===== src/design/assert_macros.svh =====
// Assertion helpers used by the RTL top level
`ifndef ASSERT_MACROS_SVH
`define ASSERT_MACROS_SVH

// property must hold at every clock edge outside reset
`define ASSERT_CLK(lbl, clk, rst_n, prop, msg) \
	lbl: assert property (@(posedge clk) disable iff (!rst_n) (prop)) else $error(msg);

// antecedent implies consequent in the same cycle
`define ASSERT_IMPL(lbl, clk, rst_n, ante, cons, msg) \
	lbl: assert property (@(posedge clk) disable iff (!rst_n) (ante) |-> (cons)) else $error(msg);

`endif


===== src/design/tbs_pkg.sv =====
`timescale 1ns / 1ps
// ----------------------------------------------------------------------------
// tbs_pkg
// Types, constants and arithmetic helpers of the texture bilinear sampler.
// ----------------------------------------------------------------------------
package tbs_pkg;

	localparam int TEXEL_WORDS     = 4096;
	localparam int ADDR_W          = $clog2(TEXEL_WORDS);
	localparam int MAX_LOG2_EXTENT = 6;
	localparam int IDX_W           = MAX_LOG2_EXTENT;
	localparam int LG_W            = 3;
	localparam int S_TDATA_W       = 112;
	localparam int CFG_ADDR_W      = 4;

	localparam logic OP_WRITE  = 1'b0;
	localparam logic OP_SAMPLE = 1'b1;

	localparam logic [1:0] ST_OK        = 2'd0;
	localparam logic [1:0] ST_NONFINITE = 2'd1;
	localparam logic [1:0] ST_OVERFLOW  = 2'd2;

	localparam logic [1:0] FR_NONE  = 2'd0;
	localparam logic [1:0] FR_BELOW = 2'd1;
	localparam logic [1:0] FR_HALF  = 2'd2;
	localparam logic [1:0] FR_ABOVE = 2'd3;

	localparam logic [1:0] REG_LOG2_WIDTH  = 2'd0;
	localparam logic [1:0] REG_LOG2_HEIGHT = 2'd1;
	localparam logic [1:0] REG_FILTER_MODE = 2'd2;

	typedef enum logic [2:0] {
		S_IDLE,
		S_DECODE,
		S_READ,
		S_LERP_X,
		S_LERP_Y,
		S_DONE
	} state_t;

	typedef struct packed {
		logic [LG_W-1:0] log2_width;
		logic [LG_W-1:0] log2_height;
		logic            filter_mode;
	} cfg_t;

	typedef struct packed {
		logic       wr_en;
		logic       capture;
		logic       decode;
		logic       rd_en;
		logic [1:0] rd_sel;
		logic       lerp_x;
		logic       lerp_y;
		logic       load_out;
	} cmd_t;

	typedef struct packed {
		logic bilinear;
		logic out_free;
	} sts_t;

	typedef struct packed {
		logic [1:0]       st;
		logic [IDX_W-1:0] lo;
		logic [IDX_W-1:0] hi;
		logic [7:0]       w;
	} axis_t;

	function automatic logic [LG_W-1:0] sat_lg(input logic [LG_W-1:0] lg);
		return (lg > LG_W'(MAX_LOG2_EXTENT)) ? LG_W'(MAX_LOG2_EXTENT) : lg;
	endfunction

	// binary32 coordinate times extent, floored; when bilinear, times 256, rounded to nearest even, minus 128
	function automatic axis_t axis_decode(input logic [31:0] bits, input logic [LG_W-1:0] lg,
			input logic bil);
		axis_t            r;
		logic [7:0]       e;
		logic [23:0]      m;
		logic [3:0]       k;
		logic signed [10:0] s;
		logic [55:0]      sh;
		logic [15:0]      ip;
		logic [15:0]      mag;
		logic [15:0]      c;
		logic [7:0]       ci;
		logic [1:0]       frac;
		logic             ovf;
		logic             neg;
		logic [IDX_W-1:0] msk;
		e    = bits[30:23];
		neg  = bits[31];
		m    = (e == 8'd0) ? {1'b0, bits[22:0]} : {1'b1, bits[22:0]};
		k    = bil ? (4'(lg) + 4'd8) : 4'(lg);
		s    = $signed({3'b000, (e == 8'd0) ? 8'd1 : e}) - 11'sd150
			+ $signed({7'b0000000, k});
		ip   = '0;
		frac = FR_NONE;
		ovf  = 1'b0;
		sh   = '0;
		msk  = ~({IDX_W{1'b1}} << lg);
		if (m == 24'd0) begin
		end else if (!s[10]) begin
			if (s >= 11'sd40)
				ovf = bil || !(neg && s == 11'sd40 && bits[22:0] == 23'd0);
			else if (s < 11'sd16)
				ip = 16'(40'(m) << s[3:0]);
		end else if (s < -11'sd31) begin
			frac = FR_BELOW;
		end else begin
			sh = {m, 32'd0} >> 5'(-s);
			ip = sh[47:32];
			if (sh[31:0] == 32'd0)
				frac = FR_NONE;
			else if (sh[31:0] == 32'h8000_0000)
				frac = FR_HALF;
			else if (!sh[31])
				frac = FR_BELOW;
			else
				frac = FR_ABOVE;
		end
		if (bil) begin
			mag = ip + 16'((frac == FR_ABOVE || (frac == FR_HALF && ip[0])) ? 1 : 0);
			c   = (neg ? (16'd0 - mag) : mag) - 16'd128;
		end else begin
			mag = ip + 16'((neg && frac != FR_NONE) ? 1 : 0);
			c   = neg ? (16'd0 - mag) : mag;
		end
		ci   = bil ? c[15:8] : c[7:0];
		r.w  = c[7:0];
		r.lo = ci[IDX_W-1:0] & msk;
		r.hi = (ci[IDX_W-1:0] + IDX_W'(1)) & msk;
		if (e == 8'hff)
			r.st = ST_NONFINITE;
		else if (ovf)
			r.st = ST_OVERFLOW;
		else
			r.st = ST_OK;
		return r;
	endfunction

	// a + RNE(w * (b - a) / 256)
	function automatic logic [7:0] lerp8(input logic [7:0] a, input logic [7:0] b,
			input logic [7:0] w);
		logic signed [8:0]  d;
		logic signed [17:0] p;
		logic [16:0]        mg;
		logic [8:0]         q;
		d  = $signed({1'b0, b}) - $signed({1'b0, a});
		p  = $signed({1'b0, w}) * d;
		mg = p[17] ? 17'(-p) : 17'(p);
		q  = mg[16:8];
		if (mg[7:0] > 8'd128 || (mg[7:0] == 8'd128 && q[0]))
			q = q + 9'd1;
		return p[17] ? (a - q[7:0]) : (a + q[7:0]);
	endfunction

endpackage


===== src/design/tbs_ctrl.sv =====
`timescale 1ns / 1ps
// ----------------------------------------------------------------------------
// tbs_ctrl
// Sequencer: accept, decode, tap reads, lerps and result hand-off.
// ----------------------------------------------------------------------------
module tbs_ctrl (
	input  logic          clk,
	input  logic          arst_n,
	input  logic          s_tvalid,
	input  logic          s_tuser,
	output logic          s_tready,
	input  tbs_pkg::sts_t sts,
	output tbs_pkg::cmd_t cmd
);
	import tbs_pkg::*;

	state_t     state_q, state_d;
	logic [1:0] cnt_q;
	logic       acc;

	assign acc = s_tvalid && s_tready;

	always_comb begin
		state_d = state_q;
		unique case (state_q)
			S_IDLE:   if (acc && s_tuser == OP_SAMPLE) state_d = S_DECODE;
			S_DECODE: state_d = S_READ;
			S_READ: begin
				if (!sts.bilinear)
					state_d = S_DONE;
				else if (cnt_q == 2'd3)
					state_d = S_LERP_X;
			end
			S_LERP_X: state_d = S_LERP_Y;
			S_LERP_Y: state_d = S_DONE;
			S_DONE:   if (sts.out_free) state_d = S_IDLE;
			default:  state_d = S_IDLE;
		endcase
	end

	always_comb begin
		s_tready     = (state_q == S_IDLE);
		cmd          = '0;
		cmd.wr_en    = acc && s_tuser == OP_WRITE;
		cmd.capture  = acc;
		cmd.decode   = (state_q == S_DECODE);
		cmd.rd_en    = (state_q == S_READ);
		cmd.rd_sel   = cnt_q;
		cmd.lerp_x   = (state_q == S_LERP_X);
		cmd.lerp_y   = (state_q == S_LERP_Y);
		cmd.load_out = (state_q == S_DONE) && sts.out_free;
	end

	always_ff @(posedge clk or negedge arst_n) begin
		if (!arst_n) begin
			state_q <= S_IDLE;
			cnt_q   <= '0;
		end else begin
			state_q <= state_d;
			cnt_q   <= (state_q == S_READ) ? cnt_q + 2'd1 : 2'd0;
		end
	end

endmodule


===== config.mk =====
export PLATFORM = sky130hd
export DESIGN_NAME = tbs_ctrl
export DESIGN_NICKNAME = d
export VERILOG_FILES = /design/src/design/assert_macros.svh /design/src/design/tbs_pkg.sv /design/src/design/tbs_ctrl.sv
export SDC_FILE = /design/constraint.sdc
export NUM_CORES = 1
export LEC_CHECK = 0
export ABC_AREA = 0
export ABC_CLOCK_PERIOD_IN_PS = 2800
export BUFFER_PORTS_ARGS = -buffer_cell sky130_fd_sc_hd__buf_2
export CORE_AREA = 2 2 39 41
export DETAILED_ROUTE_END_ITERATION = 10
export DIE_AREA = 0 0 41 43
export GPL_ROUTABILITY_DRIVEN = 0
export GPL_TIMING_DRIVEN = 0
export SKIP_CTS_REPAIR_TIMING = 1
export SLEW_MARGIN = 20
export SYNTH_ARGS = -nofsm -noshare
export SYNTH_HDL_FRONTEND = slang
export SYNTH_SLANG_ARGS = --single-unit

===== constraint.sdc =====
create_clock -name clk -period 2.8 [get_ports clk]
set_input_delay 0.7 -clock clk [delete_from_list [all_inputs] [get_ports clk]]
set_output_delay 0.7 -clock clk [all_outputs]
set_load 0.005 [all_outputs]

==> metrics.txt, run 1 <==
ANT cells 0; Synthesized Nets 39; I/O Buffers 15; number of synthesis warnings 0; Die Width 41 um; clock root cell clkbuf_4; RSZ-0062 raised after global routing false; final setup TNS 0 ns; Synth area leader dfrtp_1; GRT Total Usage 0.0870; Core ar. between 0.001 and 0.0015 sq mm; vias in the first global route between 200 and 250; status complete, no violations; slowest cell delay on critical path 0.47 ns; largest net degree at the start of global routing 11; LEAKAGE 0.235 nW; Seq/Total Area, Yosys 0.398; Post-synth top cells 5 x dfrtp_1, 4 x nand2_1, 4 x nor2_1; area share of the largest cell type after synthesis 0.398; H-tree depth 1; HP Class input pin to asynchronous set/reset pin; CP cell instances nor3_2 > and2_4 > nor2b_4 > buf_2; Area Overhead vs Synth 38.6%; worst skew pair latency 0.23 ns; # rows 14; I/O pin count 16; placed cells 63; CTS tree done; Mapped Cells 32; fmax approximately 500 MHz; Clk pin slew, worst setup/hold paths 0.04 ns; Least-Margin Pin Slew a little under 0.3 ns; worst-path maximum fanout 8; number of flops mapped to enable cells by yosys 0; DR iter-0 viols 0; hold_ws about 0.27 ns; TritonCTS Buffers 3; Post-synth ARST share 1.00; syn avg cell area 9.81 sq um; synth top area cells dfrtp_1 40%, nand2_1 4.8%, nor2_1 4.8%; via/cell ratio 4.34; clock skew about 0.0012 ns; final hold viol count 0; VDD IR max 0.000311 V; CP arrival 1.31 ns; final number of setup-violating endpoints 0; router iterations before antenna repair 1; # fillers 156; Final Slew Violations 0; crit path capture type output port; DIE AREA 0.00176 sq mm; Clock Path Buffers 2; Critical-path top delay cell dfrtp_1; DRC errors left 0; remaining global-route overflow 0; first-pass GRT wire length 952 um; Pwr per Cell Area 933 mW/mm^2; Detail Route Antenna Nets 0; CP Class register to output port; wire length per cell 9.94 um; most common cell in the netlist dfrtp_1; Slew headroom 0.804; Vias around 290; crit share post-route 0.717; Synth cell types 21; Power, Total 406 uW; Main synth FF type dfrtp_1; CTS Sinks 5; layout cell share with drive strength beyond 1 0.490; die height 43 um; Finished Layout Cells 67; Starting Density 0.227; DRT Wirelength about 670 um; fin crit period 2.01 ns; nets slightly below 60; initial antenna violation count 0; worst endpoint required time between 2 and 2.5 ns; Max Cap Violations 0; Worst Setup Start Kind register; number of synthesized register bits 5; HPWL after DPL 537 um; Post-Syn Area between 300 and 400 sq um; design area 435 sq um; Area after DPL 409 sq um
worst max-delay path, delay by kind of cell (launching register included):
family,cells,cell delay [ns]
and+or+nand+nor,3,0.50
DFF,1,0.47
buffers and inverters,1,0.11
metrics by stage:
step	setup slack [ns]	util
2_1_floorplan	1.15	-
3_5_place_dp	0.934	0.296
5_1_grt	0.699	0.315
4_1_cts	0.770	0.315
3_3_place_gp	0.938	0.296
6_report	0.792	0.315
routing by layer:
| metal | track usage | wire [um] |
|---|---|---|
| met5 | 0 | 0 |
| met4 | 0.0800 | 0 |
| met3 | 0.0209 | 82 |
| met2 | 0.119 | 291 |
| met1 | 0.106 | 292 |
sequential cells by signal, summed over array words and instances (netlist names):
name,count
cnt_q,2
state_q,3
cell usage in the layout, fill, tap and decap left out, drive strengths merged:
| cell type | n |
|---|---|
| o2111a | 1 |
| o22ai | 1 |
| o21ai | 1 |
| a21oi | 1 |
| nand2 | 4 |
| nor2b | 3 |
| and2 | 2 |
| clkbuf | 5 |
| ha | 1 |
| a211o | 1 |
| inv | 1 |
| buf | 16 |
| dfrtp | 5 |
| nor3 | 2 |
| nor3b | 1 |
| nand2b | 2 |
| nor2 | 4 |
where the power goes:
| part | internal (mW) | switching (mW) | total [mW] |
|---|---|---|---|
| Clock | 0.0537 | 0.0265 | 0.0802 |
| Combinational | 0.110 | 0.0836 | 0.193 |
| Sequential | 0.0964 | 0.0361 | 0.132 |
worst paths after layout:
| path | startpoint | endpoint | slack [ns] | depth (start not counted) |
|---|---|---|---|---|
| min in group clk | cnt_q[0]$_DFF_PN0_ | cnt_q[0]$_DFF_PN0_ | 0.46 | 1 |
| max reg2reg | state_q[1]$_DFFE_PN0P_ | state_q[0]$_DFFE_PN0P_ | 1.73 | 2 |
| max | state_q[0]$_DFFE_PN0P_ | cmd[8] | 0.79 | 4 |
| min reg2reg | cnt_q[0]$_DFF_PN0_ | cnt_q[0]$_DFF_PN0_ | 0.46 | 1 |
| min | arst_n | cnt_q[0]$_DFF_PN0_ | 0.27 | 1 |
| max in group asynchronous | arst_n | state_q[0]$_DFFE_PN0P_ | 2.40 | 1 |
layout make-up:
class	instances	area [sq um]	area share
Clock buffer	4	26.3	0.0603
Tap cell	16	20.0	0.0460
Inverter	1	3.75	0.00862
Timing Repair Buffer	15	75.1	0.172
Buffer	2	21.3	0.0489
Multi-Input combinational cell	24	164	0.376
Sequential cell	5	125	0.287
cell families (layout without fill, tap and decap cells):
kind of cell	count (synthesis)	in the layout	synth area share
flip-flops	5	5	0.398
AO/OA/AOI/OAI	5	5	0.120
AND/OR/NAND/NOR	18	18	0.363
buffers and inverters	3	22	0.0797
adder cells (fa/ha/maj)	1	1	0.0398
No activity file was read; power rests on OpenSTA's default activity.
==> run 2, diff against run 1 <==
--- a/config.mk
+++ b/config.mk
@@ -5,8 +5,8 @@
 export SDC_FILE = /design/constraint.sdc
 export NUM_CORES = 1
 export LEC_CHECK = 0
-export ABC_AREA = 0
-export ABC_CLOCK_PERIOD_IN_PS = 2800
+export ABC_AREA = 1
+export ABC_CLOCK_PERIOD_IN_PS = 1700
 export BUFFER_PORTS_ARGS = -buffer_cell sky130_fd_sc_hd__buf_2
 export CORE_AREA = 2 2 39 41
 export DETAILED_ROUTE_END_ITERATION = 10
==> constraint.sdc (replaced) <==
create_clock -name clk -period 1.7 [get_ports clk]
set_input_delay 0.425 -clock clk [delete_from_list [all_inputs] [get_ports clk]]
set_output_delay 0.425 -clock clk [all_outputs]
set_load 0.005 [all_outputs]
==> run 2 against run 1 <==
Sequential power rose by 67%. Cell count up 24%. Clock skew increased by 0.0030 ns. Sequential cell count is the same. Combinational power rose by 100%. Design area increased by 10%. Routed wire length shrank 2.0%. Hold slack gained 0.13 ns. Utilization increased by 3.2 points. Synthesized cell count is 38% higher. Clock power up 66%. Total power increased by 83%. Critical endpoint is now cmd[7]. Largest cell class unchanged.
==> metrics.txt, run 2 <==
status complete, no violations; Worst Setup Start Kind register; fin crit period 1.61 ns; clock root cell clkbuf_4; Least-Margin Pin Slew 0.164 ns; Biggest register state_q; final setup TNS 0 ns; Area after DPL 415 sq um; CP Class register to output port; crit share post-route 0.946; Core ar. 0.00138 sq mm; router iterations before antenna repair 2; nets 75; commonest non-fill, non-tap cell in the layout buf_2; worst-path maximum fanout 5; syn avg cell area 7.28 sq um; fmax 622 MHz; clock skew between 0.004 and 0.005 ns; Die Width 41 um; CTS tree done; number of synthesis warnings 0; Post-synth top cells 12 x nor2_1, 7 x inv_1, 5 x dfrtp_1; DRT Wirelength 653 um; number of flops mapped to enable cells by yosys 0; largest net degree at the start of global routing 8; Synth cell types 15; I/O Buffers 15; CTS Sinks 5; HP Class input pin to register; worst skew pair latency 0.24 ns; DRC errors left 0; Synthesized Nets 51; # rows 14; crit path capture type output port; Area Overhead vs Synth 49.6%; GRT Total Usage 0.0747; Detail Route Antenna Nets 0; Clock Path Buffers 2; wire length per cell 7.87 um; DR iter-0 viols 1; DIE AREA 0.00176 sq mm; Clk pin slew, worst setup/hold paths 0.04 ns; Final Slew Violations 0; CP arrival 1.18 ns; die height 43 um; most frequent cells in the layout 15 x buf_2, 11 x nor2_1, 7 x inv_1, 4 x nand2_1, 4 x buf_4; Slew headroom 0.890; Main synth FF type dfrtp_1; initial antenna violation count 0; Post-Syn Area 320 sq um; first-pass GRT wire length roughly 840 um; Core Util, Final 0.346; LEAKAGE 0.280 nW; hold_ws 0.399 ns; TritonCTS Buffers 3; ANT cells 0; Pwr per Cell Area 1550 mW/mm^2; Vias 329; layout cell share with drive strength beyond 1 0.493; Largest register FFs 3; worst endpoint required time about 1.3 ns; area share of the largest cell type after synthesis 0.391; H-tree depth 1; I/O pin count 16; Max Cap Violations 0; # fillers between 150 and 200; final hold viol count 0; via/cell ratio 3.96; number of synthesized register bits 5; top flop regs state_q (3), cnt_q (2); Post-synth ARST share 1.00; final number of setup-violating endpoints 0; Mapped Cells 44; Seq/Total Area, Yosys 0.391; VDD IR max 0.000577 V; HPWL after DPL between 500 and 600 um; design area around 480 sq um; Starting Density 0.231; Synth area leader dfrtp_1; synth top area cells dfrtp_1 39%, nor2_1 14%, inv_1 8.2%; vias in the first global route 226; most common cell in the netlist nor2_1; remaining global-route overflow 0
[run 2: path summary, 6_finish.rpt]
check / from / endpoint / slack [ns] / depth (start not counted)
max: state_q[0]$_DFFE_PN0P_ / cmd[7] / 0.09 / 5
min: sts[0] / state_q[2]$_DFFE_PN0P_ / 0.40 / 2
max reg2reg: state_q[0]$_DFFE_PN0P_ / state_q[0]$_DFFE_PN0P_ / 0.66 / 5
min reg2reg: cnt_q[0]$_DFF_PN0_ / cnt_q[0]$_DFF_PN0_ / 0.46 / 1
max in group asynchronous: arst_n / state_q[0]$_DFFE_PN0P_ / 1.03 / 2
min in group asynchronous: arst_n / state_q[1]$_DFFE_PN0P_ / 0.53 / 2
[run 2: per-layer routing]
metal  routed length [um]  global-route usage  up-vias
li1                     -                   -      177
met1                  296              0.0721      141
met2                  294               0.116       11
met3                   62              0.0471        0
met4                    0              0.0400        0
met5                    0                   0        -
[run 2: layout make-up]
type,instances,area (sq um),area share
plain buffers,1,7.51,0.0157
clock buffers,4,26.3,0.0548
inverters,10,37.5,0.0783
multi-input cells,28,153,0.319
flip-flops and latches,5,128,0.266
well taps,16,20.0,0.0418
repair buffers,19,108,0.225
[run 2: cells by family after synthesis]
logic type | count (synthesis) | share of synthesized area
buffers and inverters | 11 | 0.141
adders and majority gates | 1 | 0.0391
and+or+nand+nor | 23 | 0.336
DFF | 5 | 0.391
AOI/OAI and AO/OA | 4 | 0.0937
[run 2: report_power, final]
part           switching, mW  leakage [nW]  internal (mW)
clock network         0.0445        0.0150         0.0885
logic                  0.200         0.202          0.191
registers             0.0530        0.0627          0.167
[run 2: metrics by stage]
stage / std cells / worst slack [ns] / total power [mW]
6_report: 83 / 0.0918 / 0.744
5_1_grt: 83 / -0.00419 / 0.825
4_1_cts: 79 / 0.00867 / 0.694
3_5_place_dp: 75 / 0.268 / 0.555
3_3_place_gp: 75 / 0.276 / 0.550
2_1_floorplan: 44 / 0.421 / 0.438
[run 2: critical path, cell delays in order, from the launching register on]
cell,delay [ns]
dfrtp_2,0.43
nor2_2,0.12
nand2_1,0.10
nor2_1,0.10
buf_4,0.10
buf_2,0.09
==> run 3, diff against run 2 <==
--- a/config.mk
+++ b/config.mk
@@ -5,14 +5,12 @@
 export SDC_FILE = /design/constraint.sdc
 export NUM_CORES = 1
 export LEC_CHECK = 0
-export ABC_AREA = 1
 export ABC_CLOCK_PERIOD_IN_PS = 1700
 export BUFFER_PORTS_ARGS = -buffer_cell sky130_fd_sc_hd__buf_2
 export CORE_AREA = 2 2 39 41
 export DETAILED_ROUTE_END_ITERATION = 10
 export DIE_AREA = 0 0 41 43
 export GPL_ROUTABILITY_DRIVEN = 0
-export GPL_TIMING_DRIVEN = 0
 export SKIP_CTS_REPAIR_TIMING = 1
 export SLEW_MARGIN = 20
 export SYNTH_ARGS = -nofsm -noshare
==> run 3 against run 2 <==
Global-route usage grew 0.72 points. Critical endpoint is now cmd[8]. Total power shrank 5.7%. Critical path type unchanged. Sequential power grew 9%. Combinational power shrank 15%. Cell count shrank 17%. Largest power group unchanged. Sequential cell count is the same. Clock skew shrank 0.00096 ns. Fmax shrank 4.7%. Design area shrank 5.0%. Utilization shrank 1.7 points. Register-to-register slack is essentially flat.
==> metrics.txt, run 3 (same netlist as run 1, synthesis figures left out) <==
Clock Path Buffers 2; Clk pwr share 0.188; Max Cap Violations 0; worst slack at placement 0.203 ns; commonest non-fill, non-tap cell in the layout buf_2; clock skew 0.00332 ns; worst skew pair latency 0.24 ns; DRT Wirelength 674 um; top flop regs state_q (3), cnt_q (2); die height 43 um; vias in the first global route 245; Largest register FFs 3; router iterations before antenna repair 2; switching pwr 254 uW; fin crit period 1.69 ns; DRC errors left 0; Combinational Power Share 0.472; CP cell instances nor3_4 > and2_4 > nor2b_4 > buf_2; layout cell share with drive strength beyond 1 0.528; TritonCTS Buffers 3; Finished Layout Cells 69; internal power about 450 uW; GR Layer Usage met2 0.106; Critical-path top delay cell dfrtp_2; Power, Total 702 uW; final hold viol count 0; CTS Sinks 5; GRT Total Usage 0.0820; status complete, no violations; VDD IR max 0.000528 V; crit share post-route 0.993; remaining global-route overflow 0; DIE AREA roughly 0.0018 sq mm; Core ar. 0.00138 sq mm; HPWL after DPL around 540 um; slack of the critical path 0.0127 ns; Core Util, Final 0.329; final number of setup-violating endpoints 0; final setup TNS 0 ns; CTS tree done; met1 usage 0.102; RSZ-0062 raised after global routing true; switch share 0.362; I/O Buffers 15; placed cells a little over 60; Detail Route Antenna Nets 0; Slew headroom 0.857; H-tree depth 1; Worst Setup Start Kind register; via/cell ratio about 4.1; Final Slew Violations 0; fmax 593 MHz; crit path capture type output port; Vias between 200 and 300; CP Class register to output port; wire length per cell 9.77 um; Biggest register state_q; hold_ws 0.470 ns; Least-Margin Pin Slew 0.214 ns; HP Class register to register; Clk pin slew, worst setup/hold paths 0.04 ns; CP arrival 1.26 ns; clock root cell clkbuf_4; worst endpoint required time 1.27 ns; slowest cell delay on critical path about 0.45 ns; DR iter-0 viols 5; met3 GRT Util 0.0366; I/O pin count 16; most frequent cells in the layout 15 x buf_2, 4 x nor2_1, 4 x nand2_1; worst-path maximum fanout 6; sequential share of power 0.340; first-pass GRT wire length 945 um; ANT cells 0; LEAKAGE 0.241 nW; Die Width 41 um; Pwr per Cell Area 1540 mW/mm^2; Area after DPL 395 sq um; busiest grt layer met2; largest net degree at the start of global routing 11; Starting Density 0.227; Area Overhead vs Synth 45.0%; # rows 14; design area 455 sq um; initial antenna violation count 0; nets 61
==> run 3: cell count changes in the layout (fill, tap and decap cells not counted), sizes merged, moves of 2 or more <==
cell / change
nor2b: +3
nand2b: +2
nand3: -3
and2: +2
nor2: -9
inv: -9
==> run 3: final timing paths <==
| check | endpoint | slack [ns] | depth (start not counted) | start |
|---|---|---|---|---|
| hold / removal | cnt_q[0]$_DFF_PN0_ | 0.47 | 1 | cnt_q[0]$_DFF_PN0_ |
| setup reg to reg | cnt_q[1]$_DFF_PN0_ | 0.67 | 4 | state_q[1]$_DFFE_PN0P_ |
| hold reg to reg | cnt_q[0]$_DFF_PN0_ | 0.47 | 1 | cnt_q[0]$_DFF_PN0_ |
| max in group asynchronous | state_q[0]$_DFFE_PN0P_ | 1.04 | 2 | arst_n |
| min in group asynchronous | state_q[1]$_DFFE_PN0P_ | 0.52 | 2 | arst_n |
| setup / recovery | cmd[8] | 0.01 | 4 | state_q[0]$_DFFE_PN0P_ |
==> run 3: worst max-delay path: cells and delay by family, from the launching register on <==
kind	cells	cell delay, ns
AND/OR/NAND/NOR	3	0.47
flip-flops	1	0.45
buffers and inverters	1	0.11
==> run 3: cell type report <==
type | instances | area [sq um]
fill | 155 | 928
sequential | 5 | 128
multi-input combinational | 24 | 170
inverter | 1 | 3.75
clock buffer | 4 | 26.3
tap | 16 | 20.0
timing repair buffer | 19 | 108
==> run 3: power groups by stage <==
stage | Combinational [mW] | Clock [mW] | Sequential [mW]
3_3_place_gp | 0.286 | 0 | 0.226
6_report | 0.331 | 0.132 | 0.239
3_5_place_dp | 0.291 | 0 | 0.229
4_1_cts | 0.292 | 0.139 | 0.227
5_1_grt | 0.376 | 0.145 | 0.249
2_1_floorplan | 0.218 | 0 | 0.207
==> run 3: routing by layer <==
layer | routed length (um) | vias up | part of all wire
met1 | 331 | 119 | 0.49
met4 | 0 | 0 | 0
met5 | 0 | - | 0
met3 | 63 | 0 | 0.093
met2 | 280 | 15 | 0.42
li1 | - | 149 | -
