--- src/design/assert_macros.svh ---
// Assertion helpers used by the RTL top level
`ifndef ASSERT_MACROS_SVH
`define ASSERT_MACROS_SVH

// property must hold at every clock edge outside reset
`define ASSERT_CLK(lbl, clk, rst_n, prop, msg) \
	lbl: assert property (@(posedge clk) disable iff (!rst_n) (prop)) else $error(msg);

// antecedent implies consequent in the same cycle
`define ASSERT_IMPL(lbl, clk, rst_n, ante, cons, msg) \
	lbl: assert property (@(posedge clk) disable iff (!rst_n) (ante) |-> (cons)) else $error(msg);

`endif

--- src/design/tbs_pkg.sv ---
`timescale 1ns / 1ps
// ----------------------------------------------------------------------------
// tbs_pkg
// Types, constants and arithmetic helpers of the texture bilinear sampler.
// ----------------------------------------------------------------------------
package tbs_pkg;

	localparam int TEXEL_WORDS     = 4096;
	localparam int ADDR_W          = $clog2(TEXEL_WORDS);
	localparam int MAX_LOG2_EXTENT = 6;
	localparam int IDX_W           = MAX_LOG2_EXTENT;
	localparam int LG_W            = 3;
	localparam int S_TDATA_W       = 112;
	localparam int CFG_ADDR_W      = 4;

	localparam logic OP_WRITE  = 1'b0;
	localparam logic OP_SAMPLE = 1'b1;

	localparam logic [1:0] ST_OK        = 2'd0;
	localparam logic [1:0] ST_NONFINITE = 2'd1;
	localparam logic [1:0] ST_OVERFLOW  = 2'd2;

	localparam logic [1:0] FR_NONE  = 2'd0;
	localparam logic [1:0] FR_BELOW = 2'd1;
	localparam logic [1:0] FR_HALF  = 2'd2;
	localparam logic [1:0] FR_ABOVE = 2'd3;

	localparam logic [1:0] REG_LOG2_WIDTH  = 2'd0;
	localparam logic [1:0] REG_LOG2_HEIGHT = 2'd1;
	localparam logic [1:0] REG_FILTER_MODE = 2'd2;

	typedef enum logic [2:0] {
		S_IDLE,
		S_DECODE,
		S_READ,
		S_LERP_X,
		S_LERP_Y,
		S_DONE
	} state_t;

	typedef struct packed {
		logic [LG_W-1:0] log2_width;
		logic [LG_W-1:0] log2_height;
		logic            filter_mode;
	} cfg_t;

	typedef struct packed {
		logic       wr_en;
		logic       capture;
		logic       decode;
		logic       rd_en;
		logic [1:0] rd_sel;
		logic       lerp_x;
		logic       lerp_y;
		logic       load_out;
	} cmd_t;

	typedef struct packed {
		logic bilinear;
		logic out_free;
	} sts_t;

	typedef struct packed {
		logic [1:0]       st;
		logic [IDX_W-1:0] lo;
		logic [IDX_W-1:0] hi;
		logic [7:0]       w;
	} axis_t;

	function automatic logic [LG_W-1:0] sat_lg(input logic [LG_W-1:0] lg);
		return (lg > LG_W'(MAX_LOG2_EXTENT)) ? LG_W'(MAX_LOG2_EXTENT) : lg;
	endfunction

	// binary32 coordinate times extent, floored; when bilinear, times 256, rounded to nearest even, minus 128
	function automatic axis_t axis_decode(input logic [31:0] bits, input logic [LG_W-1:0] lg,
			input logic bil);
		axis_t            r;
		logic [7:0]       e;
		logic [23:0]      m;
		logic [3:0]       k;
		logic signed [10:0] s;
		logic [55:0]      sh;
		logic [15:0]      ip;
		logic [15:0]      mag;
		logic [15:0]      c;
		logic [7:0]       ci;
		logic [1:0]       frac;
		logic             ovf;
		logic             neg;
		logic [IDX_W-1:0] msk;
		e    = bits[30:23];
		neg  = bits[31];
		m    = (e == 8'd0) ? {1'b0, bits[22:0]} : {1'b1, bits[22:0]};
		k    = bil ? (4'(lg) + 4'd8) : 4'(lg);
		s    = $signed({3'b000, (e == 8'd0) ? 8'd1 : e}) - 11'sd150
			+ $signed({7'b0000000, k});
		ip   = '0;
		frac = FR_NONE;
		ovf  = 1'b0;
		sh   = '0;
		msk  = ~({IDX_W{1'b1}} << lg);
		if (m == 24'd0) begin
		end else if (!s[10]) begin
			if (s >= 11'sd40)
				ovf = bil || !(neg && s == 11'sd40 && bits[22:0] == 23'd0);
			else if (s < 11'sd16)
				ip = 16'(40'(m) << s[3:0]);
		end else if (s < -11'sd31) begin
			frac = FR_BELOW;
		end else begin
			sh = {m, 32'd0} >> 5'(-s);
			ip = sh[47:32];
			if (sh[31:0] == 32'd0)
				frac = FR_NONE;
			else if (sh[31:0] == 32'h8000_0000)
				frac = FR_HALF;
			else if (!sh[31])
				frac = FR_BELOW;
			else
				frac = FR_ABOVE;
		end
		if (bil) begin
			mag = ip + 16'((frac == FR_ABOVE || (frac == FR_HALF && ip[0])) ? 1 : 0);
			c   = (neg ? (16'd0 - mag) : mag) - 16'd128;
		end else begin
			mag = ip + 16'((neg && frac != FR_NONE) ? 1 : 0);
			c   = neg ? (16'd0 - mag) : mag;
		end
		ci   = bil ? c[15:8] : c[7:0];
		r.w  = c[7:0];
		r.lo = ci[IDX_W-1:0] & msk;
		r.hi = (ci[IDX_W-1:0] + IDX_W'(1)) & msk;
		if (e == 8'hff)
			r.st = ST_NONFINITE;
		else if (ovf)
			r.st = ST_OVERFLOW;
		else
			r.st = ST_OK;
		return r;
	endfunction

	// a + RNE(w * (b - a) / 256)
	function automatic logic [7:0] lerp8(input logic [7:0] a, input logic [7:0] b,
			input logic [7:0] w);
		logic signed [8:0]  d;
		logic signed [17:0] p;
		logic [16:0]        mg;
		logic [8:0]         q;
		d  = $signed({1'b0, b}) - $signed({1'b0, a});
		p  = $signed({1'b0, w}) * d;
		mg = p[17] ? 17'(-p) : 17'(p);
		q  = mg[16:8];
		if (mg[7:0] > 8'd128 || (mg[7:0] == 8'd128 && q[0]))
			q = q + 9'd1;
		return p[17] ? (a - q[7:0]) : (a + q[7:0]);
	endfunction

endpackage

--- src/design/tbs_cfg.sv ---
`timescale 1ns / 1ps
// ----------------------------------------------------------------------------
// tbs_cfg
// APB register file: texture extents and filter mode.
// ----------------------------------------------------------------------------
module tbs_cfg (
	input  logic                           clk,
	input  logic                           arst_n,
	input  logic                           psel,
	input  logic                           penable,
	input  logic                           pwrite,
	input  logic [tbs_pkg::CFG_ADDR_W-1:0] paddr,
	input  logic [31:0]                    pwdata,
	output logic [31:0]                    prdata,
	output logic                           pready,
	output tbs_pkg::cfg_t                  cfg
);
	import tbs_pkg::*;

	cfg_t cfg_q;
	logic wr;

	assign pready = 1'b1;
	assign wr     = psel && penable && pwrite;
	assign cfg    = cfg_q;

	always_ff @(posedge clk or negedge arst_n) begin
		if (!arst_n) begin
			cfg_q <= '0;
		end else if (wr) begin
			unique case (paddr[3:2])
				REG_LOG2_WIDTH:  cfg_q.log2_width  <= pwdata[LG_W-1:0];
				REG_LOG2_HEIGHT: cfg_q.log2_height <= pwdata[LG_W-1:0];
				REG_FILTER_MODE: cfg_q.filter_mode <= pwdata[0];
				default: ;
			endcase
		end
	end

	always_comb begin
		unique case (paddr[3:2])
			REG_LOG2_WIDTH:  prdata = 32'(cfg_q.log2_width);
			REG_LOG2_HEIGHT: prdata = 32'(cfg_q.log2_height);
			REG_FILTER_MODE: prdata = 32'(cfg_q.filter_mode);
			default:         prdata = '0;
		endcase
	end

endmodule

--- config.mk ---
export PLATFORM = sky130hd
export DESIGN_NAME = tbs_cfg
export DESIGN_NICKNAME = d
export VERILOG_FILES = /design/src/design/assert_macros.svh /design/src/design/tbs_pkg.sv /design/src/design/tbs_cfg.sv
export SDC_FILE = /design/constraint.sdc
export NUM_CORES = 1
export LEC_CHECK = 0
export ABC_AREA = 1
export BUFFER_PORTS_ARGS = -buffer_cell sky130_fd_sc_hd__buf_4
export CAP_MARGIN = 20
export CORE_MARGIN = 2
export CORE_UTILIZATION = 33
export CTS_CLUSTER_SIZE = 28
export DETAILED_ROUTE_END_ITERATION = 10
export PLACE_DENSITY = 0.94
export SLEW_MARGIN = 20
export SYNTH_ARGS = -nofsm -noshare
export SYNTH_HDL_FRONTEND = slang
export SYNTH_SLANG_ARGS = --single-unit
--- constraint.sdc ---
create_clock -name clk -period 1.6 [get_ports clk]
set_clock_uncertainty 0.2 [all_clocks]
set_input_delay 0 -clock clk [delete_from_list [all_inputs] [get_ports clk]]
set_output_delay 0 -clock clk [all_outputs]
set_load 0.005 [all_outputs]
==> results by group, run 1 <==
Synthesis
  – Sequential fraction of the synthesis area: 0.293
  – Mean Syn Cell Area: approximately 7.0 um2
  – Synthesized netlist cell count: 86
  – Synth Cell Area: about 600 um2
  – Synth warn: 0
  – Distinct cell type count after synthesis: 10
  – Seq cells post-synth: 7

Placement
  – Inst Count DP: ~130
  – # port buffers: 19
  – GP Congestion: ~0.77
  – Dpl hpwl: 931 um
  – Place WS: 0.703 ns

Route
  – First-pass iteration count of the detailed router: 2
  – Vias per inst: ~3.6
  – Drt drc: 0
  – Routed WL per cell: around 8.3 um
  – Iter 0 DRT Violations: 5
  – Post-DRT Antenna Nets: 0
  – Vias: roughly 520
  – Final wirelength: around 1200 um

Timing
  – Min Clock Period, post-route: between 1.5 and 2 ns
  – Fmax: 645 MHz
  – Worst setup margin: 0.0505 ns
  – Endpoints failing setup: 0
  – RSZ-0062 raised after global routing: false
  – TNS Setup: 0 ns
  – Final Hold Vio Count: 0
  – Post-route clock period utilization: 0.968
  – Max Slew Vio Count: 0

Final layout
  – Commonest non-fill, non-tap cells in the layout: nand2_1 (35), conb_1 (30), buf_4 (19)
  – Most common cell after layout, fill and taps aside: nand2_1
  – Ratio of cells with drive above 1 in the final layout: 0.213
  – Diodes inserted: 0
  – Max reg flops: 7
  – Final Util: 0.486
  – Synthesis-to-layout area growth: 38.7%
  – Nets: 164
  – Non-filler cells, final: ~150

Die
  – Initial core utilization: 0.350
  – Row count: 15
  – Die Area: 2170 um2
  – Die height: about 47 um
  – I/O pin total: 81
  – Die X: 46.6 um
  – Core Footprint: 1710 um2

CTS
  – TritonCTS clock tree: built
  – # Post-CTS Setup Buffers: 0
  – CTS Buffer Depth: 2
  – Skew-Pair Late Insertion Delay: around 0.25 ns
  – Root buffer cell: clkbuf_4
  – Post-CTS sizing: 0
  – TritonCTS Buffers: 3
  – H-tree levels: 1
  – CTS clk-pin slew, worst paths: 0.05 ns
  – # clock sinks: 7

Global routing
  – Largest net degree at the start of global routing: 8
  – Vias in the first global route: around 440
  – Grt ovf: 0
  – Initial antenna violation count: 0
  – Total track usage: 0.115
  – First-pass GRT wire length: around 1700 um

Critical path
  – CP most frequent cell: dlygate4sd3_1
  – CP top delay family: buffers and inverters
  – FF-to-FF setup slack: around 0.76 ns
  – WP data arrival: between 1 and 1.5 ns
  – Slowest-stage cell, CP: dlygate4sd3_1
  – Critical Path End: cfg[0]
  – Cell count along the critical path: 7
  – Reg2reg start: cfg[0]
  – CP startpoint: pwrite
  – Crit path required time: about 1.5 ns
  – Crit path max fanout: 4
  – R2r worst-path depth: 2
  – Buf+Inv Stages, Crit Path: 4
  – Critical path, cell by cell: buf_4 > dlygate4sd3_1 > inv_1 > nor2_4 > dlygate4sd3_1 > nand3_1 > nand2_1
  – Worst Setup End Kind: flop
  – End of the worst register-to-register path: cfg[0]
  – CP peak stage delay: ~0.56 ns
  – Crit path kind: input port to flop
  – Worst Setup Start Kind: input port

Power and ir drop
  – Pwr dens: just over 700 nW/um2
  – Static Leakage: 0.482 nW
  – Total power: about 0.60 mW
  – Max VDD drop: 0.334 mV

Outcome
  – Status: complete, no violations

Min path
  – Worst min path class: input port to flop

Job
  – Max-cap violations: 0
cells in the mapped netlist:
cell / n / area share
nand3_1: 3 / 0.025
buf_4: 30 / 0.38
nor2_1: 3 / 0.019
nand2_1: 35 / 0.22
inv_1: 3 / 0.019
conb_1: 2 / 0.013
dfrtp_1: 7 / 0.29
inv_2: 1 / 0.0063
nor2_4: 1 / 0.019
nor2_2: 1 / 0.010
through the flow:
stage | hold slack, ns | instance area (um2)
3_3_place_gp | -0.388 | 652
5_1_grt | 0.0432 | 830
6_report | 0.00348 | 830
4_1_cts | 0.000130 | 830
3_5_place_dp | -0.384 | 652
2_1_floorplan | -0.496 | 703
worst min path at each step:
stage / startpoint / endpoint / slack (ns) / cells past startpoint
5_1_grt: penable / cfg[0] / 0.04 / 6
2_1_floorplan: arst_n / cfg[0] / -0.50 / 0
3_3_place_gp: arst_n / cfg[4] / -0.39 / 1
6_report: penable / cfg[0] / 0.003 / 6
4_1_cts: penable / cfg[0] / 0.0001 / 6
3_5_place_dp: arst_n / cfg[5] / -0.38 / 1
what timing repair did:
item / 4_1_cts / 5_1_grt
endpoints found under the setup margin: 0 / 1
hold buffers: 15 / 0
hold endpoints to repair: 14 / 0
power by group:
part	switching, mW	total (mW)	internal, mW
Combinational	0.0890	0.196	0.107
Sequential	0.0299	0.244	0.214
Clock	0.0657	0.157	0.0913
worst reg2reg max path, cell delays in order (launching register included):
cell     delay [ns]
dfrtp_1        0.40
nand2_1        0.07
nand2_1        0.05
kinds of logic (layout without fill, tap and decap cells):
| logic type | after synthesis | after routing | synth area share |
|---|---|---|---|
| flops | 7 | 7 | 0.293 |
| simple gates | 43 | 43 | 0.293 |
| buf+inv | 34 | 42 | 0.402 |
| other cells | 2 | 30 | 0.0126 |
area by class of cell:
| type | count | area (um2) |
|---|---|---|
| fillers | 166 | 878 |
| repair buffers | 34 | 293 |
| multi-input cells | 73 | 288 |
| flip-flops and latches | 7 | 175 |
| well taps | 25 | 31.3 |
| clock buffers | 3 | 22.5 |
| inverters | 4 | 15.0 |
| clock inverters | 1 | 5.00 |
routing by layer:
layer	wire length [um]	global-route usage	vias up
li1	-	-	269
met2	665	0.219	25
met4	15	0.0629	0
met1	441	0.109	228
met5	0	0	-
met3	102	0.0275	2
No activity file was read; power rests on OpenSTA's default activity.
==> run 2: changes to the inputs <==
CORE_UTILIZATION = 27   (was 33)
PLACE_DENSITY = 0.84   (was 0.94)
clock period = 1.4 ns   (was 1.6 ns; I/O delays follow)
==> run 2 against run 1 <==
Sequential power is 14% higher; clock power is 11% higher; final cell count is 0.68% higher; die area is 20% higher; global-route usage is 2.0 points lower; clock-buffer cell count is 1 higher; first-iteration DRC count is 60% lower; the run now ends with hold timing left; register-to-register slack worse by 0.23 ns; critical path depth stayed put; setup slack better by 0.025 ns; largest power group unchanged.
==> results by group, run 2 (synthesis gave the netlist of run 1 again) <==
Outcome
  – Status: finished, violations left
  – Violated checks: hold timing

Final layout
  – Nets: 162 (-1.2%)
  – Diodes inserted: 0 (unchanged)
  – Most common cell after layout, fill and taps aside: nand2_1
  – Synthesis-to-layout area growth: 35.8%
  – # fillers: 232 (+40%)
  – Ratio of cells with drive above 1 in the final layout: 0.208 (-0.00478)
  – Max reg flops: 7 (unchanged)
  – Commonest non-fill, non-tap cells in the layout: nand2_1 (35), conb_1 (30), buf_4 (19)

Global routing
  – Grt ovf: 0 (unchanged)
  – Total track usage: 0.0951 (-0.0197)
  – Initial antenna violation count: 0 (unchanged)
  – Vias in the first global route: 490 (+10%)
  – Largest net degree at the start of global routing: 8 (unchanged)
  – First-pass GRT wire length: 1840 um (+8.6%)

CTS
  – CTS Buffer Depth: 2 (unchanged)
  – Post-CTS sizing: 0 (unchanged)
  – Root buffer cell: clkbuf_4
  – Skew-Pair Late Insertion Delay: 0.24 ns (about the same)
  – TritonCTS Buffers: 3 (unchanged)
  – CTS clk-pin slew, worst paths: 0.05 ns (about the same)
  – # Post-CTS Setup Buffers: 0 (unchanged)
  – H-tree levels: 1 (unchanged)
  – # clock sinks: 7 (unchanged)
  – TritonCTS clock tree: built

Die
  – I/O pin total: 81 (unchanged)
  – Row count: 17 (+2)
  – Die Area: 2610 um2 (+20%)
  – Die height: 51.1 um (+9.7%)
  – Initial core utilization: 0.278 (-0.0718)
  – Core Footprint: 2150 um2 (+26%)
  – Die X: 51.1 um (+9.7%)

Critical path
  – Crit path kind: input port to primary output
  – Crit path required time: 1.20 ns (-0.34 ns)
  – Worst Setup Start Kind: input port
  – WP data arrival: 1.13 ns (-0.36 ns)
  – Crit path max fanout: 3 (-1)
  – Worst Setup End Kind: primary output
  – FF-to-FF setup slack: 0.53 ns (-0.23 ns)

Route
  – Post-DRT Antenna Nets: 0 (unchanged)
  – First-pass iteration count of the detailed router: 4 (+2)
  – Routed WL per cell: 7.89 um (-5.4%)
  – Vias per inst: 3.61 (+1.2%)
  – Vias: 534 (+1.9%)
  – Drt drc: 0 (unchanged)
  – Final wirelength: 1170 um (-4.7%)
  – Iter 0 DRT Violations: 2 (-3)

Timing
  – Worst setup margin: 0.0750 ns (+0.0245 ns)
  – Max Slew Vio Count: 0 (unchanged)
  – Min Clock Period, post-route: roughly 1.3 ns
  – TNS Setup: 0 ns (unchanged)
  – Worst hold slack: -0.0669 ns (-0.0703 ns)
  – Final Hold Vio Count: 2 (+2)
  – Post-route clock period utilization: 0.946
  – Endpoints failing setup: 0 (unchanged)
  – RSZ-0062 raised after global routing: false
  – Fmax: ~750 MHz

Min path
  – Worst min path class: input port to flop

Job
  – Max-cap violations: 0 (unchanged)

Power and ir drop
  – Max VDD drop: 0.344 mV (+3.2%)
  – Static Leakage: 0.479 nW (-0.68%)
  – Pwr dens: 835 nW/um2 (+16%)

Placement
  – GP Congestion: 0.652 (-15%)
  – Dpl hpwl: 892 um (-4.3%)
  – Place WS: 0.436 ns (-0.267 ns)
  – # port buffers: 19 (unchanged)
run 2: final timing paths:
kind,to,cells past startpoint,start
worst max-delay path,prdata[0],7,paddr[3]
worst min-delay path,cfg[5],6,paddr[2]
worst max register to register,cfg[3],2,cfg[3]
worst min register to register,cfg[0],2,cfg[0]
max in group asynchronous,cfg[0],3,arst_n
min in group asynchronous,cfg[2],3,arst_n
run 2: timing repair:
item | in CTS | in global routing
endpoints found under the setup margin | 0 | 2
endpoints found under the hold margin | 14 | 0
hold buffers | 15 | 0
run 2: area by class of cell:
| type | count | area [um2] | area share |
|---|---|---|---|
| multi-input cells | 73 | 288 | 0.354 |
| flip-flops and latches | 7 | 175 | 0.216 |
| inverters | 4 | 15.0 | 0.0185 |
| repair buffers | 32 | 273 | 0.336 |
| clock buffers | 4 | 26.3 | 0.0324 |
| well taps | 28 | 35.0 | 0.0431 |
run 2: power breakdown:
part / total, mW / leakage (nW) / switching (mW) / internal [mW]
Clock: 0.175 / 0.0150 / 0.0668 / 0.108
Combinational: 0.224 / 0.375 / 0.100 / 0.124
Sequential: 0.279 / 0.0889 / 0.0343 / 0.245
Total: 0.678 / 0.479 / 0.201 / 0.476
run 2: metrics by stage:
step | area (um2) | std cells | utilization | hold WS [ns] | total power [mW]
detailed placement | 656 | 131 | 0.305 | -0.386 | 0.479
finish | 812 | 148 | 0.378 | -0.0669 | 0.678
floorplan | 703 | 114 | - | -0.496 | 0.416
global route | 812 | 148 | 0.378 | 0.00186 | 0.719
CTS | 832 | 150 | 0.387 | 0.0497 | 0.684
global placement | 656 | 131 | 0.305 | -0.387 | 0.474
run 2: critical path: stages:
cell and delay, ns:
buf_4 0.08, inv_1 0.05, dlygate4sd3_1 0.56, nor2_1 0.17, nand2_1 0.08, nand3_1 0.08
buf_4 0.11
run 2: layer usage:
metal  wire [um]  vias up  track usage
met5           0        -            0
met4          40        0       0.0586
met3          93        5       0.0205
met2         646       29        0.197
met1         386      236       0.0779
li1            -      264            -
==> run 3: changes to the inputs <==
--- a/config.mk
+++ b/config.mk
@@ -11,6 +11,6 @@
 export CORE_MARGIN = 2
-export CORE_UTILIZATION = 27
+export CORE_UTILIZATION = 33
 export CTS_CLUSTER_SIZE = 28
 export DETAILED_ROUTE_END_ITERATION = 10
-export PLACE_DENSITY = 0.84
+export PLACE_DENSITY = 0.94
 export SLEW_MARGIN = 20
==> constraint.sdc (replaced) <==
create_clock -name clk -period 1.64 [get_ports clk]
set_clock_uncertainty 0.2 [all_clocks]
set_input_delay 0.246 -clock clk [delete_from_list [all_inputs] [get_ports clk]]
set_output_delay 0.246 -clock clk [all_outputs]
set_load 0.005 [all_outputs]
==> run 3 against run 2 <==
The run now ends clean; critical path depth down 4; sequential share of layout area up 3.8 points; utilization up 2.6 points; sequential cell count unchanged; sequential power down 15%; via count down 14%; wire length down 10%; die area down 17%; hold slack better by 0.074 ns; register-to-register slack better by 0.27 ns; combinational power down 23%.
==> results by group, run 3 (synthesis gave the netlist of run 1 again) <==
Min path
  – Hold path cells: 3 (-3)
  – Worst Hold End: cfg[6]
  – Hold_sp: pwdata[2]
  – Worst min path class: input port to flop

Placement
  – GP Congestion: 0.771 (+18%)
  – Dpl hpwl: 931 um (+4.5%)
  – # port buffers: 19 (unchanged)

Route
  – Iter 0 DRT Violations: 3 (+1)
  – Drt drc: 0 (unchanged)
  – Vias per inst: 3.44 (-4.6%)
  – Routed WL per cell: 7.89 um (about the same)
  – First-pass iteration count of the detailed router: 2 (-2)
  – Vias: 458 (-14%)
  – Final wirelength: 1050 um (-10%)
  – Post-DRT Antenna Nets: 0 (unchanged)

CTS
  – CTS Buffer Depth: 2 (unchanged)
  – H-tree levels: 1 (unchanged)
  – TritonCTS clock tree: built
  – # Post-CTS Setup Buffers: 0 (unchanged)
  – CTS clk-pin slew, worst paths: 0.05 ns (about the same)
  – Root buffer cell: clkbuf_4
  – # clock sinks: 7 (unchanged)
  – Skew-Pair Late Insertion Delay: 0.25 ns (about the same)
  – TritonCTS Buffers: 3 (unchanged)

Global routing
  – Largest net degree at the start of global routing: 8 (unchanged)
  – Grt ovf: 0 (unchanged)
  – Vias in the first global route: 399 (-19%)
  – Initial antenna violation count: 0 (unchanged)
  – Total track usage: 0.103 (+0.00767)
  – First-pass GRT wire length: 1500 um (-18%)

Timing
  – Max Slew Vio Count: 0 (unchanged)
  – RSZ-0062 raised after global routing: false
  – Final Hold Vio Count: 0 (-2)
  – Fmax: 721 MHz
  – Min Clock Period, post-route: about 1.4 ns
  – Post-route clock period utilization: 0.846
  – Endpoints failing setup: 0 (unchanged)
  – TNS Setup: 0 ns (unchanged)

Final layout
  – Max reg flops: 7 (unchanged)
  – Area occupied by multi-input gates: 288 um2 (unchanged)
  – Final Util: 0.404 (+0.0257)
  – Synthesis-to-layout area growth: 15.3%
  – Ratio of cells with drive above 1 in the final layout: 0.241 (+0.0324)
  – Most common cell after layout, fill and taps aside: nand2_1
  – Diodes inserted: 0 (unchanged)
  – Nets: 150 (-7.4%)
  – Commonest non-fill, non-tap cells in the layout: nand2_1 (35), conb_1 (30), buf_4 (19)
  – # fillers: 181 (-22%)
  – Reg area: 175 um2 (unchanged)

Power and ir drop
  – Static Leakage: 0.425 nW (-11%)
  – Max VDD drop: 0.319 mV (-7.4%)
  – Pwr dens: 815 nW/um2 (-2.3%)

Critical path
  – Worst Setup Start Kind: flop
  – Crit path kind: flop to primary output
  – End of the worst register-to-register path: cfg[0]
  – FF-to-FF setup slack: 0.80 ns (+0.27 ns)
  – WP data arrival: 0.94 ns (-0.19 ns)
  – Reg2reg start: cfg[0]
  – Worst Setup End Kind: primary output
  – R2r worst-path depth: 2 (unchanged)
  – Crit path required time: 1.19 ns (about the same)
  – Crit path max fanout: 3 (unchanged)

Die
  – Core Footprint: 1710 um2 (-21%)
  – Initial core utilization: 0.350 (+0.0718)
  – Row count: 15 (-2)
  – Die X: 46.6 um (-8.8%)
  – Die Area: 2170 um2 (-17%)
  – I/O pin total: 81 (unchanged)
  – Die height: 46.6 um (-8.8%)

Job
  – Max-cap violations: 0 (unchanged)

Outcome
  – Status: complete, no violations
## run 3: cell count changes in the layout (fill, tap and decap cells not counted)
| cell | delta |
|---|---|
| clkinv_2 | +1 |
| clkbuf_1 | -1 |
| dlygate4sd3_1 | -12 |
## run 3: critical path, cell delays in order (launching register included)
cell	delay, ns
dfrtp_1	0.40
nand2_1	0.08
nand3_1	0.07
buf_4	0.14
## run 3: power breakdown
group	internal [mW]	switching (mW)
logic	0.0892	0.0827
clock network	0.0890	0.0634
registers	0.209	0.0292
total	0.387	0.175
## run 3: what timing repair did
action	4_1_cts	5_1_grt
resized for setup	0	0
hold buffers	1	0
endpoints found under the hold margin	7	0
## run 3: worst max path at each step
stage | startpoint | end | slack [ns] | cells after the start
6_report | cfg[0] | prdata[0] | 0.25 | 3
5_1_grt | cfg[0] | prdata[0] | 0.21 | 3
4_1_cts | cfg[0] | prdata[0] | 0.25 | 3
3_5_place_dp | paddr[3] | prdata[0] | 0.35 | 5
3_3_place_gp | paddr[3] | prdata[0] | 0.36 | 5
2_1_floorplan | paddr[3] | prdata[0] | 0.62 | 5
## run 3: stage by stage
step | hold slack, ns | cell area (um2) | setup slack (ns) | instances | power (mW)
3_5_place_dp | -0.138 | 652 | 0.348 | 128 | 0.413
2_1_floorplan | -0.250 | 703 | 0.621 | 114 | 0.355
3_3_place_gp | -0.142 | 652 | 0.361 | 128 | 0.405
5_1_grt | 0.0159 | 689 | 0.206 | 133 | 0.607
4_1_cts | 0.00885 | 689 | 0.249 | 133 | 0.569
6_report | 0.00718 | 689 | 0.253 | 133 | 0.562
## run 3: final cells by class
class	count	area share
clock buffers	3	0.0327
repair buffers	20	0.221
inverters	4	0.0218
multi-input cells	73	0.417
flip-flops and latches	7	0.254
clock inverters	1	0.00726
well taps	25	0.0454
## run 3: layer usage
layer	share of wire	GRT usage	wire [um]	vias up
met2	0.53	0.194	554	25
li1	-	-	-	240
met3	0.10	0.0275	108	2
met4	0.014	0.0514	15	0
met5	0	0	0	-
met1	0.35	0.0998	370	191
